**src/design/ihds_pkg.sv**
```systemverilog
// ----------------------------------------------------------------------------
// ihds_pkg
// shared types and constants of the image header dimension parser
// ----------------------------------------------------------------------------
`default_nettype none

package ihds_pkg;

   // byte position counter, saturating at all ones
   localparam int POSITION_BITS = 32;
   localparam logic [POSITION_BITS-1:0] POS_MAX = {POSITION_BITS{1'b1}};

   // stored file header
   localparam int HDR_DEPTH = 30;

   // result field widths
   localparam int KIND_BITS = 3;
   localparam int DIM_BITS  = 32;

   typedef logic [POSITION_BITS-1:0] pos_type;
   typedef logic [KIND_BITS-1:0]     kind_type;
   typedef logic [DIM_BITS-1:0]      dim_type;

   // format codes
   localparam kind_type KIND_NONE = 3'd0;
   localparam kind_type KIND_PNG  = 3'd1;
   localparam kind_type KIND_VP8X = 3'd2;
   localparam kind_type KIND_VP8  = 3'd3;
   localparam kind_type KIND_VP8L = 3'd4;
   localparam kind_type KIND_JPEG = 3'd5;

   // signatures and chunk tags, first byte in the top bits
   localparam logic [63:0] SIG_PNG  = 64'h89504E470D0A1A0A;
   localparam logic [31:0] TAG_IHDR = 32'h49484452;
   localparam logic [31:0] TAG_RIFF = 32'h52494646;
   localparam logic [31:0] TAG_WEBP = 32'h57454250;
   localparam logic [31:0] TAG_VP8X = 32'h56503858;
   localparam logic [31:0] TAG_VP8S = 32'h56503820;
   localparam logic [31:0] TAG_VP8L = 32'h5650384C;

   // jpeg markers
   localparam logic [7:0] JPEG_FF   = 8'hFF;
   localparam logic [7:0] JPEG_SOI  = 8'hD8;
   localparam logic [7:0] JPEG_TEM  = 8'h01;
   localparam logic [7:0] JPEG_RST0 = 8'hD0;
   localparam logic [7:0] JPEG_RST7 = 8'hD7;
   localparam logic [7:0] JPEG_DHT  = 8'hC4;
   localparam logic [7:0] JPEG_JPG  = 8'hC8;
   localparam logic [7:0] JPEG_DAC  = 8'hCC;

   localparam logic [13:0] DIM14_MASK = 14'h3FFF;

   // one byte handed to the decoders
   typedef struct packed {
      logic    en;      // byte is examined
      logic    rearm;   // last byte of the file, back to the start state
      pos_type pos;
      logic [7:0] data;
   } step_type;

   // size found by a decoder
   typedef struct packed {
      logic     hit;
      kind_type kind;
      dim_type  width;
      dim_type  height;
   } hit_type;

endpackage

`default_nettype wire

```
**src/design/ihds_hdr.sv**
```systemverilog
// ----------------------------------------------------------------------------
// ihds_hdr
// header byte store with png and webp size decoding
// ----------------------------------------------------------------------------
`default_nettype none

module ihds_hdr (
   input  wire logic               clock,
   input  wire ihds_pkg::step_type step,
   output      ihds_pkg::hit_type  hit,
   output      logic               jpeg_soi
);
   import ihds_pkg::*;

   logic [7:0] hdr_ff [HDR_DEPTH];
   logic [7:0] view [HDR_DEPTH];
   logic       at23;
   logic       at24;
   logic       at29;
   logic       is_png;
   logic       is_webp;
   logic [31:0] vp8l_bits;

   always_ff @(posedge clock) begin
      if (step.en && (step.pos < POSITION_BITS'(HDR_DEPTH))) begin
         hdr_ff[step.pos[4:0]] <= step.data;
      end
   end

   // the byte being written is seen at once
   always_comb begin
      for (int i = 0; i < HDR_DEPTH; i++) begin
         view[i] = (step.pos == POSITION_BITS'(i)) ? step.data : hdr_ff[i];
      end
   end

   assign at23 = (step.pos == POSITION_BITS'(23));
   assign at24 = (step.pos == POSITION_BITS'(24));
   assign at29 = (step.pos == POSITION_BITS'(29));

   assign is_png = ({view[0], view[1], view[2], view[3],
                     view[4], view[5], view[6], view[7]} == SIG_PNG) &&
                   ({view[12], view[13], view[14], view[15]} == TAG_IHDR);
   assign is_webp = ({view[0], view[1], view[2], view[3]} == TAG_RIFF) &&
                    ({view[8], view[9], view[10], view[11]} == TAG_WEBP);

   assign vp8l_bits = {view[24], view[23], view[22], view[21]};

   always_comb begin
      hit = '0;
      if (step.en && at23 && is_png) begin
         hit.hit    = 1'b1;
         hit.kind   = KIND_PNG;
         hit.width  = {view[16], view[17], view[18], view[19]};
         hit.height = {view[20], view[21], view[22], view[23]};
      end else if (step.en && at29 && is_webp &&
                   ({view[12], view[13], view[14], view[15]} == TAG_VP8X)) begin
         hit.hit    = 1'b1;
         hit.kind   = KIND_VP8X;
         hit.width  = {8'd0, view[26], view[25], view[24]} + 32'd1;
         hit.height = {8'd0, view[29], view[28], view[27]} + 32'd1;
      end else if (step.en && at29 && is_webp &&
                   ({view[12], view[13], view[14], view[15]} == TAG_VP8S)) begin
         hit.hit    = 1'b1;
         hit.kind   = KIND_VP8;
         hit.width  = {16'd0, {view[27], view[26]} & {2'b00, DIM14_MASK}};
         hit.height = {16'd0, {view[29], view[28]} & {2'b00, DIM14_MASK}};
      end else if (step.en && at24 && is_webp &&
                   ({view[12], view[13], view[14], view[15]} == TAG_VP8L)) begin
         hit.hit    = 1'b1;
         hit.kind   = KIND_VP8L;
         hit.width  = {18'd0, vp8l_bits[13:0]} + 32'd1;
         hit.height = {18'd0, vp8l_bits[27:14]} + 32'd1;
      end
   end

   // start of image seen, only looked at from byte two on
   assign jpeg_soi = (hdr_ff[0] == JPEG_FF) && (hdr_ff[1] == JPEG_SOI);

endmodule

`default_nettype wire

```
**src/design/ihds_jpeg.sv**
```systemverilog
// ----------------------------------------------------------------------------
// ihds_jpeg
// jpeg marker scan, segment skipping and frame header size capture
// ----------------------------------------------------------------------------
`default_nettype none

module ihds_jpeg (
   input  wire logic               clock,
   input  wire logic               reset,
   input  wire ihds_pkg::step_type step,
   input  wire logic               jpeg_soi,
   output      ihds_pkg::hit_type  hit
);
   import ihds_pkg::*;

   localparam logic [2:0] PH_HUNT   = 3'd0;
   localparam logic [2:0] PH_MARKER = 3'd1;
   localparam logic [2:0] PH_LEN_HI = 3'd2;
   localparam logic [2:0] PH_LEN_LO = 3'd3;
   localparam logic [2:0] PH_SOF    = 3'd4;

   logic [2:0]  phase_ff;
   logic [2:0]  phase_in;
   pos_type     next_pos_ff;
   pos_type     next_pos_in;
   logic [7:0]  len_hi_ff;
   logic [7:0]  sof_ff [4];

   logic        active;
   logic        is_sof;
   logic        is_alone;
   pos_type     pos_inc;
   pos_type     offset;
   pos_type     offset_m5;
   logic [POSITION_BITS:0] skip_sum;
   pos_type     skip_sat;

   assign active  = step.en && jpeg_soi && (step.pos >= POSITION_BITS'(2));
   assign pos_inc = step.pos + POSITION_BITS'(1);
   assign offset  = step.pos - next_pos_ff;
   assign offset_m5 = offset - POSITION_BITS'(5);

   assign is_sof = (step.data[7:4] == 4'hC) && (step.data != JPEG_DHT) &&
                   (step.data != JPEG_JPG) && (step.data != JPEG_DAC);
   assign is_alone = (step.data == JPEG_SOI) || (step.data == JPEG_TEM) ||
                     ((step.data >= JPEG_RST0) && (step.data <= JPEG_RST7));

   // marker position plus length plus two, saturating
   assign skip_sum = {1'b0, next_pos_ff} +
                     (POSITION_BITS+1)'({len_hi_ff, step.data}) +
                     (POSITION_BITS+1)'(2);
   assign skip_sat = skip_sum[POSITION_BITS] ? POS_MAX : skip_sum[POSITION_BITS-1:0];

   always_comb begin
      phase_in    = phase_ff;
      next_pos_in = next_pos_ff;
      unique case (phase_ff)
         PH_HUNT: begin
            if (step.pos == next_pos_ff) begin
               if (step.data == JPEG_FF) begin
                  phase_in = PH_MARKER;
               end else begin
                  next_pos_in = pos_inc;
               end
            end
         end
         PH_MARKER: begin
            if (is_sof) begin
               phase_in = PH_SOF;
            end else if (is_alone) begin
               next_pos_in = pos_inc;
               phase_in    = PH_HUNT;
            end else begin
               phase_in = PH_LEN_HI;
            end
         end
         PH_LEN_HI: begin
            phase_in = PH_LEN_LO;
         end
         PH_LEN_LO: begin
            // never go back behind the current byte
            next_pos_in = (skip_sat <= step.pos) ? pos_inc : skip_sat;
            phase_in    = PH_HUNT;
         end
         PH_SOF: begin
            phase_in = PH_SOF;
         end
         default: begin
            phase_in = PH_HUNT;
         end
      endcase
   end

   always_ff @(posedge clock) begin
      if (reset || step.rearm) begin
         phase_ff    <= PH_HUNT;
         next_pos_ff <= POSITION_BITS'(2);
      end else if (active) begin
         phase_ff    <= phase_in;
         next_pos_ff <= next_pos_in;
      end
   end

   always_ff @(posedge clock) begin
      if (active && (phase_ff == PH_LEN_HI)) begin
         len_hi_ff <= step.data;
      end
      if (active && (phase_ff == PH_SOF) && (offset >= POSITION_BITS'(5)) &&
          (offset <= POSITION_BITS'(8))) begin
         sof_ff[offset_m5[1:0]] <= step.data;
      end
   end

   always_comb begin
      hit = '0;
      if (active && (phase_ff == PH_SOF) && (offset == POSITION_BITS'(9))) begin
         hit.hit    = 1'b1;
         hit.kind   = KIND_JPEG;
         hit.height = {16'd0, sof_ff[0], sof_ff[1]};
         hit.width  = {16'd0, sof_ff[2], sof_ff[3]};
      end
   end

endmodule

`default_nettype wire

```
**src/design/image_header_dimension_parser_unit.sv**
```systemverilog
// an accepted byte goes through the input register, then the result register, to rsp
// one byte per cycle unless rsp_tready stalls it, with a single input and result register
// the byte counter, marker scan and header compares all update together on each byte
// reset (synchronous, active high) clears the pipeline valids, position and scan state
// the last byte of a file re-arms the parser in the same way
// ----------------------------------------------------------------------------
// image_header_dimension_parser_unit
// sniffs png, webp and jpeg headers from a byte stream and reports the size
// ----------------------------------------------------------------------------
`default_nettype none

module image_header_dimension_parser_unit (
   input  wire logic        clock,
   input  wire logic        reset,
   // byte stream in
   input  wire logic        req_tvalid,
   output      logic        req_tready,
   input  wire logic [7:0]  req_tdata,   // [7:0] data_byte
   input  wire logic        req_tlast,   // last_byte
   // size result out
   output      logic        rsp_tvalid,
   input  wire logic        rsp_tready,
   output      logic [63:0] rsp_tdata,   // [31:0] width, [63:32] height
   output      logic [3:0]  rsp_tuser    // [0] found, [3:1] format_kind
);
   import ihds_pkg::*;

   // input register
   logic       s1_valid_ff;
   logic [7:0] s1_data_ff;
   logic       s1_last_ff;

   // per-file state
   pos_type    pos_ff;
   logic       given_ff;

   // result register
   logic       rsp_valid_ff;
   logic       found_ff;
   kind_type   kind_ff;
   dim_type    width_ff;
   dim_type    height_ff;

   logic       out_free;
   logic       s1_go;
   logic       emit;
   step_type   step;
   hit_type    hdr_hit;
   hit_type    jpeg_hit;
   hit_type    hit;
   logic       jpeg_soi;

   // result register empties or drains this cycle
   assign out_free   = !rsp_valid_ff || rsp_tready;
   assign s1_go      = s1_valid_ff && out_free;
   assign req_tready = !s1_valid_ff || out_free;

   // a byte is looked at until a result is out or the position saturates
   assign step.en    = s1_go && !given_ff && (pos_ff != POS_MAX);
   assign step.rearm = s1_go && s1_last_ff;
   assign step.pos   = pos_ff;
   assign step.data  = s1_data_ff;

   ihds_hdr u_hdr (
      .clock    (clock),
      .step     (step),
      .hit      (hdr_hit),
      .jpeg_soi (jpeg_soi)
   );

   ihds_jpeg u_jpeg (
      .clock    (clock),
      .reset    (reset),
      .step     (step),
      .jpeg_soi (jpeg_soi),
      .hit      (jpeg_hit)
   );

   // the formats exclude each other by their first bytes
   assign hit  = hdr_hit.hit ? hdr_hit : jpeg_hit;
   // a found item, or a not-found item on the last byte of the file
   assign emit = hit.hit || (s1_go && s1_last_ff && !given_ff);

   always_ff @(posedge clock) begin
      if (reset) begin
         s1_valid_ff <= 1'b0;
      end else if (req_tvalid && req_tready) begin
         s1_valid_ff <= 1'b1;
      end else if (s1_go) begin
         s1_valid_ff <= 1'b0;
      end
   end

   always_ff @(posedge clock) begin
      if (req_tvalid && req_tready) begin
         s1_data_ff <= req_tdata;
         s1_last_ff <= req_tlast;
      end
   end

   // position counts every byte of the file, stuck at its maximum
   always_ff @(posedge clock) begin
      if (reset || step.rearm) begin
         pos_ff   <= '0;
         given_ff <= 1'b0;
      end else if (s1_go) begin
         if (pos_ff != POS_MAX) begin
            pos_ff <= pos_ff + POSITION_BITS'(1);
         end
         if (hit.hit) begin
            given_ff <= 1'b1;
         end
      end
   end

   always_ff @(posedge clock) begin
      if (reset) begin
         rsp_valid_ff <= 1'b0;
      end else if (s1_go && emit) begin
         rsp_valid_ff <= 1'b1;
      end else if (rsp_tready) begin
         rsp_valid_ff <= 1'b0;
      end
   end

   // not-found items carry zeros in every field
   always_ff @(posedge clock) begin
      if (s1_go && emit) begin
         found_ff  <= hit.hit;
         kind_ff   <= hit.hit ? hit.kind : KIND_NONE;
         width_ff  <= hit.hit ? hit.width : '0;
         height_ff <= hit.hit ? hit.height : '0;
      end
   end

   assign rsp_tvalid = rsp_valid_ff;
   assign rsp_tdata  = {height_ff, width_ff};
   assign rsp_tuser  = {kind_ff, found_ff};

endmodule

`default_nettype wire

```
**config.mk**
```make
export PLATFORM = sky130hd
export DESIGN_NAME = image_header_dimension_parser_unit
export DESIGN_NICKNAME = d
export VERILOG_FILES = /design/src/design/ihds_pkg.sv /design/src/design/ihds_hdr.sv /design/src/design/ihds_jpeg.sv /design/src/design/image_header_dimension_parser_unit.sv
export SDC_FILE = /design/constraint.sdc
export NUM_CORES = 1
export LEC_CHECK = 0
export BUFFER_PORTS_ARGS = -buffer_cell sky130_fd_sc_hd__buf_2
export CAP_MARGIN = 10
export CORE_UTILIZATION = 35
export DETAILED_ROUTE_END_ITERATION = 10
export PLACE_DENSITY = 0.47
export SLEW_MARGIN = 20
export SYNTH_ARGS = -nofsm -noshare
export SYNTH_HDL_FRONTEND = slang
export SYNTH_SLANG_ARGS = --single-unit
export TNS_END_PERCENT = 100
```
**constraint.sdc**
```tcl
create_clock -name clock -period 20.4 [get_ports clock]
set_input_delay 4.08 -clock clock [delete_from_list [all_inputs] [get_ports clock]]
set_output_delay 4.08 -clock clock [all_outputs]
set_load 0.02 [all_outputs]
```
### Word level (Yosys, flattened, before mapping)

Memories as Yosys holds them, arrays and structs flattened.
Index checks and enable logic that the tools add are counted.

* $add $sub $neg: 9
* $mul: 0
* divide/modulo/power cells: 0
* magnitude comparators: 7
* eq/ne operators: 57
* shift operators: 0
* muxes and demuxes: 56
* bitwise gates (word level): 0
* reductions and logical operators: 49

Operators with widths (count)
* $eq 32x5->1 const B: 14
* $mux 68: 6
* $eq 32x4->1 const B: 9
* $mux 8: 30
* $eq 32x31->1 const B: 6
* $mux 32: 6
* $eq 32x3->1 const B: 4
* $pmux 32 s3: 1
* $eq 32x2->1 const B: 2
* $eq 64x64->1 const B: 1
* $add 24x1->25 const B: 2
* $add 32x16->33: 1
* $add 33x2->33 const B: 1
* $add 32x1->32 const B: 1
* $eq 32x1->1 const B: 1
* $eq 32x32->1: 1
* $eq 8x8->1 const B: 4
* $ge 32x2->1 const B: 1
* $ge 32x3->1 const B: 1
* $le 32x32->1: 1
* $le 32x4->1 const B: 1
* $logic_not 32->1: 1
* $lt 32x5->1 const B: 1
* $ne 32x32->1 const B: 1
* other kinds (26): 81

* bits in registers: 155
* latch bits: 0
* RAM bits: 272
* bits in read-only memories: 0
* output and inout bits: 70
* word-level logic and storage cells: 193
* memories kept: 2

Memories
* u_hdr.hdr_ff: words 30, bits a word 8, read ports 30, clocked after Yosys merged registers in 0, write ports 1, RTL line ihds_hdr.sv:15 `logic [7:0] hdr_ff [HDR_DEPTH];`
* u_jpeg.sof_ff: words 4, bits a word 8, read ports 4, clocked after Yosys merged registers in 0, write ports 1, RTL line ihds_jpeg.sv:27 `logic [7:0] sof_ff [4];`

### Longest topological paths before layout

* word-level depth: 16
* gate-level depth with buffers: 30
* depth with buffers taken out: 26

### By module

A second synthesis with hierarchy kept.

* cells, all modules: 2799
* area, all modules: 27391.3 um^2

Modules (own cells, without submodules)
* ihds_hdr: instances 1, cells each 1178, area an instance 13573.0 um^2, seq. area each 7206.9 um^2
* ihds_jpeg: instances 1, cells each 1106, area an instance 8792.2 um^2, seq. area each 1901.8 um^2
* image_header_dimension_parser_unit: instances 1, cells each 515, area an instance 5026.1 um^2, seq. area each 3012.9 um^2

### Least setup slack after synthesis

No wires, ideal clock.

* kind: input port to output port
* start: in rsp_tready
* end: out req_tready
* data arrival time: 4.449 ns
* required time: 16.320 ns
* setup slack: 11.871 ns
* cell stages on the path: 2
* path through: nor2b_1 > nand2_1

* cells in the longest elaborated chain, start to end: 2

Ends and longest elaborated chain
* from (decl): RTL line image_header_dimension_parser_unit.sv:22 `input wire logic rsp_tready,`
* $logic_or 1x1->1: RTL line image_header_dimension_parser_unit.sv:54 `assign out_free = !rsp_valid_ff || rsp_tready;`
* $logic_or 1x1->1: RTL line image_header_dimension_parser_unit.sv:56 `assign req_tready = !s1_valid_ff || out_free;`
* to (decl): RTL line image_header_dimension_parser_unit.sv:17 `output logic req_tready,`

Every way passes these cells.

### Worst setup path after layout

Same ends and word-level chain as after synthesis.

==> flow_summary.ini <==
[run_status]
outcome = finished clean

[timing]
setup_viol_count_final = 0
slew_headroom_pct = 31.4
layout_min_cycle_time_ns = 8.79
clock_skew_ns = 0.0375
rsz0062_at_grt = no
fin_ws_ns = 11.61
worst_pin_slew_ns = 1.02
timing.hold.ws_ns = 0.494
hold_violations = 0
fin_setup_tns_ns = 0
drv_slew = 0
period_share_pct = 43.1
clock.fmax_mhz = 114

[drt]
detail_route.wl_per_cell_um = 23.9
routed-via-count = 19639
finalWirelength_mm = 83.0
drt_iter0_markers = 1730
drtAntennaViolNets = 0
vias_per_cell = 5.66
post-route-drc-count = 0
dr.pass1.iters = 7

[die]
core_sq_mm = 0.0701
die_area_sq_mm = 0.0721
rows = 97
chipHeight_um = 269
initial_core_util_pct = 35.5
num_io_pins = 83
die_x_um = 269

[synth]
yosys_warnings = 0
netlist_area_sq_mm = 0.0249
syn_area_per_cell_sq_um = 10.2
synth_edf_count = 357
seq_area_frac_synth_pct = 48.7
synth_nets = 2558
synthArstFlopShare_pct = 0
synth_cell_types = 84
synth_flop_cell = edfxtp_1
ys_seq_elements = 427
synth_cells = 2440

[pwr]
leakagePower_nw = 9.81
peakVddDrop_uv = 50.4
cellPowerDensity_mw_per_mm2 = 70.4

[global_routing]
grt-ovfl-total = 0
grt_max_degree = 57
grt_use_total_pct = 23.0
grt_pass1_wl_mm = 124
grt_pass1_vias = 19366
antenna_found_initial = 0

[setup_path]
worst-path-max-fanout = 4
cp-start-kind = input port
regToRegSetupSlack_ns = 12.41
worst_path_max_delay_cell = nor2b_1
cp.arrival_ns = 4.71
end_kind = output pin
crit_type = input port to output pin
cpPeakStageDelay_ns = 0.26
crit_required_ns = 16.32
cp_cell_sequence = buf_2, nor2b_1, nand2_1, buf_2
crit_top_cell = buf_2

[cts]
postCtsSetupBuffers = 0
cts_tree = yes
cts.clk_slew.worst_paths_ns = 0.06
cts_root_buf = clkbuf_16
cts_resized = 0
clk_latency_ns = 0.62
hold_buffers = 0
cts_sinks = 427
cts_buffers = 50
clk_path_buf_depth = 3
h-tree-depth = 2

[min_path]
hold_path.class = flip-flop to flip-flop

[placement]
dp_slack_ns = 11.60
hpwl_mm = 59.1
gp_congestion = 0.896
portBuffers = 82

[flow_run]
cap_violations = 0

[cells_and_area]
fill_cells = 6895
multiInputGateArea_sq_mm = 0.0118
antenna_cells = 0
seqCellArea_sq_mm = 0.0121
area_growth_pct = 13.0
finalNetCount = 2608
layout-drive-gt1-share_pct = 11.3
==> registers in the layout (all words and copies together), names as in the netlist, 3 cells and up <==
signal              count
height_ff              32
kind_ff                 3
pos_ff                 32
s1_data_ff              8
u_hdr.hdr_ff          240
u_jpeg.len_hi_ff        8
u_jpeg.next_pos_ff     32
u_jpeg.phase_ff         3
u_jpeg.sof_ff          32
width_ff               32
==> cells in the mapped netlist, drive strengths merged, types with 5 or more instances <==
cell | count | share of area, %
a2111oi | 7 | 0.25
a211oi | 20 | 0.60
a21o | 30 | 0.91
a21oi | 124 | 2.5
a221oi | 15 | 0.53
a222oi | 9 | 0.36
a31oi | 13 | 0.33
and2 | 13 | 0.33
and3 | 22 | 0.55
and4 | 7 | 0.25
buf | 29 | 0.71
clkbuf | 106 | 1.6
dfxtp | 70 | 5.6
edfxtp | 357 | 43
ha | 103 | 5.2
inv | 121 | 1.8
mux2 | 25 | 1.1
mux2i | 103 | 4.1
nand2 | 243 | 3.7
nand2b | 21 | 0.53
nand3 | 89 | 1.8
nand3b | 9 | 0.27
nand4 | 55 | 1.4
nor2 | 204 | 3.1
nor2b | 14 | 0.35
nor3 | 48 | 0.99
nor3b | 12 | 0.36
nor4 | 62 | 2.2
nor4b | 8 | 0.28
o211ai | 16 | 0.48
o21a | 17 | 0.51
o21ai | 135 | 2.7
o21bai | 7 | 0.21
o221a | 5 | 0.23
o221ai | 35 | 1.2
o22ai | 16 | 0.40
or3 | 24 | 0.60
or4 | 17 | 0.53
or4b | 7 | 0.30
xnor2 | 108 | 3.8
xor2 | 51 | 1.8
==> stage by stage <==
stage	instance area, sq um	util, %	cells	power, mW
after global placement	26400	37.6	3378	1.06
after floorplan	24900	-	2440	1.02
after global routing	28100	40.1	3471	2.04
after CTS	28100	40.1	3471	2.00
final	28100	40.1	3471	1.98
after detailed placement	26400	37.6	3378	1.06
==> final timing paths <==
check                                              end  cells after the start                    from
worst min-delay path            u_jpeg.next_pos_ff[20]                      2  u_jpeg.next_pos_ff[20]
worst max register to register  u_jpeg.next_pos_ff[31]                     29           s1_data_ff[1]
worst min register to register  u_jpeg.next_pos_ff[20]                      2  u_jpeg.next_pos_ff[20]
worst max-delay path                        req_tready                      4              rsp_tready
==> per-layer routing <==
| layer | GRT usage, % | routed length [um] | vias to the layer above |
|---|---|---|---|
| met5 | 0 | 0 | - |
| met4 | 5.87 | 1870 | 0 |
| met3 | 2.41 | 3730 | 108 |
| met2 | 38.3 | 39500 | 569 |
| met1 | 31.7 | 37900 | 9774 |
| li1 | - | - | 9188 |
==> power by group <==
part / internal [mW] / switching (mW) / total (mW)
logic: 0.0202 / 0.0636 / 0.0839
registers: 0.951 / 0.00410 / 0.956
clock network: 0.562 / 0.378 / 0.940
==> cell type report <==
cell class	count	share of cell area, %
clock inverter	27	1.23
multi-input combinational	1756	42.1
inverter	122	1.63
tap	940	4.18
timing repair buffer	133	2.82
sequential	427	43.1
clock buffer	66	4.88
==> cells in the final DEF (no fill, tap or decap), types with 17 or more instances in the layout <==
master,instances
nor4_1,35
nor4_2,19
nand4_1,53
dfxtp_1,70
buf_4,51
ha_1,103
o21ai_0,130
o221ai_1,35
nor2_1,203
mux2_2,25
and3_1,22
a211oi_1,19
edfxtp_1,357
nand2_1,243
xor2_1,51
mux2i_1,103
clkbuf_16,50
o21a_1,17
inv_1,121
nand3_1,88
nand2b_1,21
xnor2_1,108
a21oi_1,123
buf_2,82
or3_1,24
a21o_1,30
nor3_1,47
==> critical path: cells and delay by family <==
kind                   cells  cell delay (ns)
buffers and inverters      2             0.27
and+or+nand+nor            2             0.37
==> cell families (layout without fill, tap and decap cells) <==
kind of cell	Yosys count	in the layout	synth area share, %
compound gates	488	488	12.6
buf+inv	257	348	4.15
xor+xnor	159	159	5.60
mux	128	128	5.28
fa+ha+maj	105	105	5.34
flops	427	427	48.7
simple gates	876	876	18.3
Power figures use the tool's default switching activity.
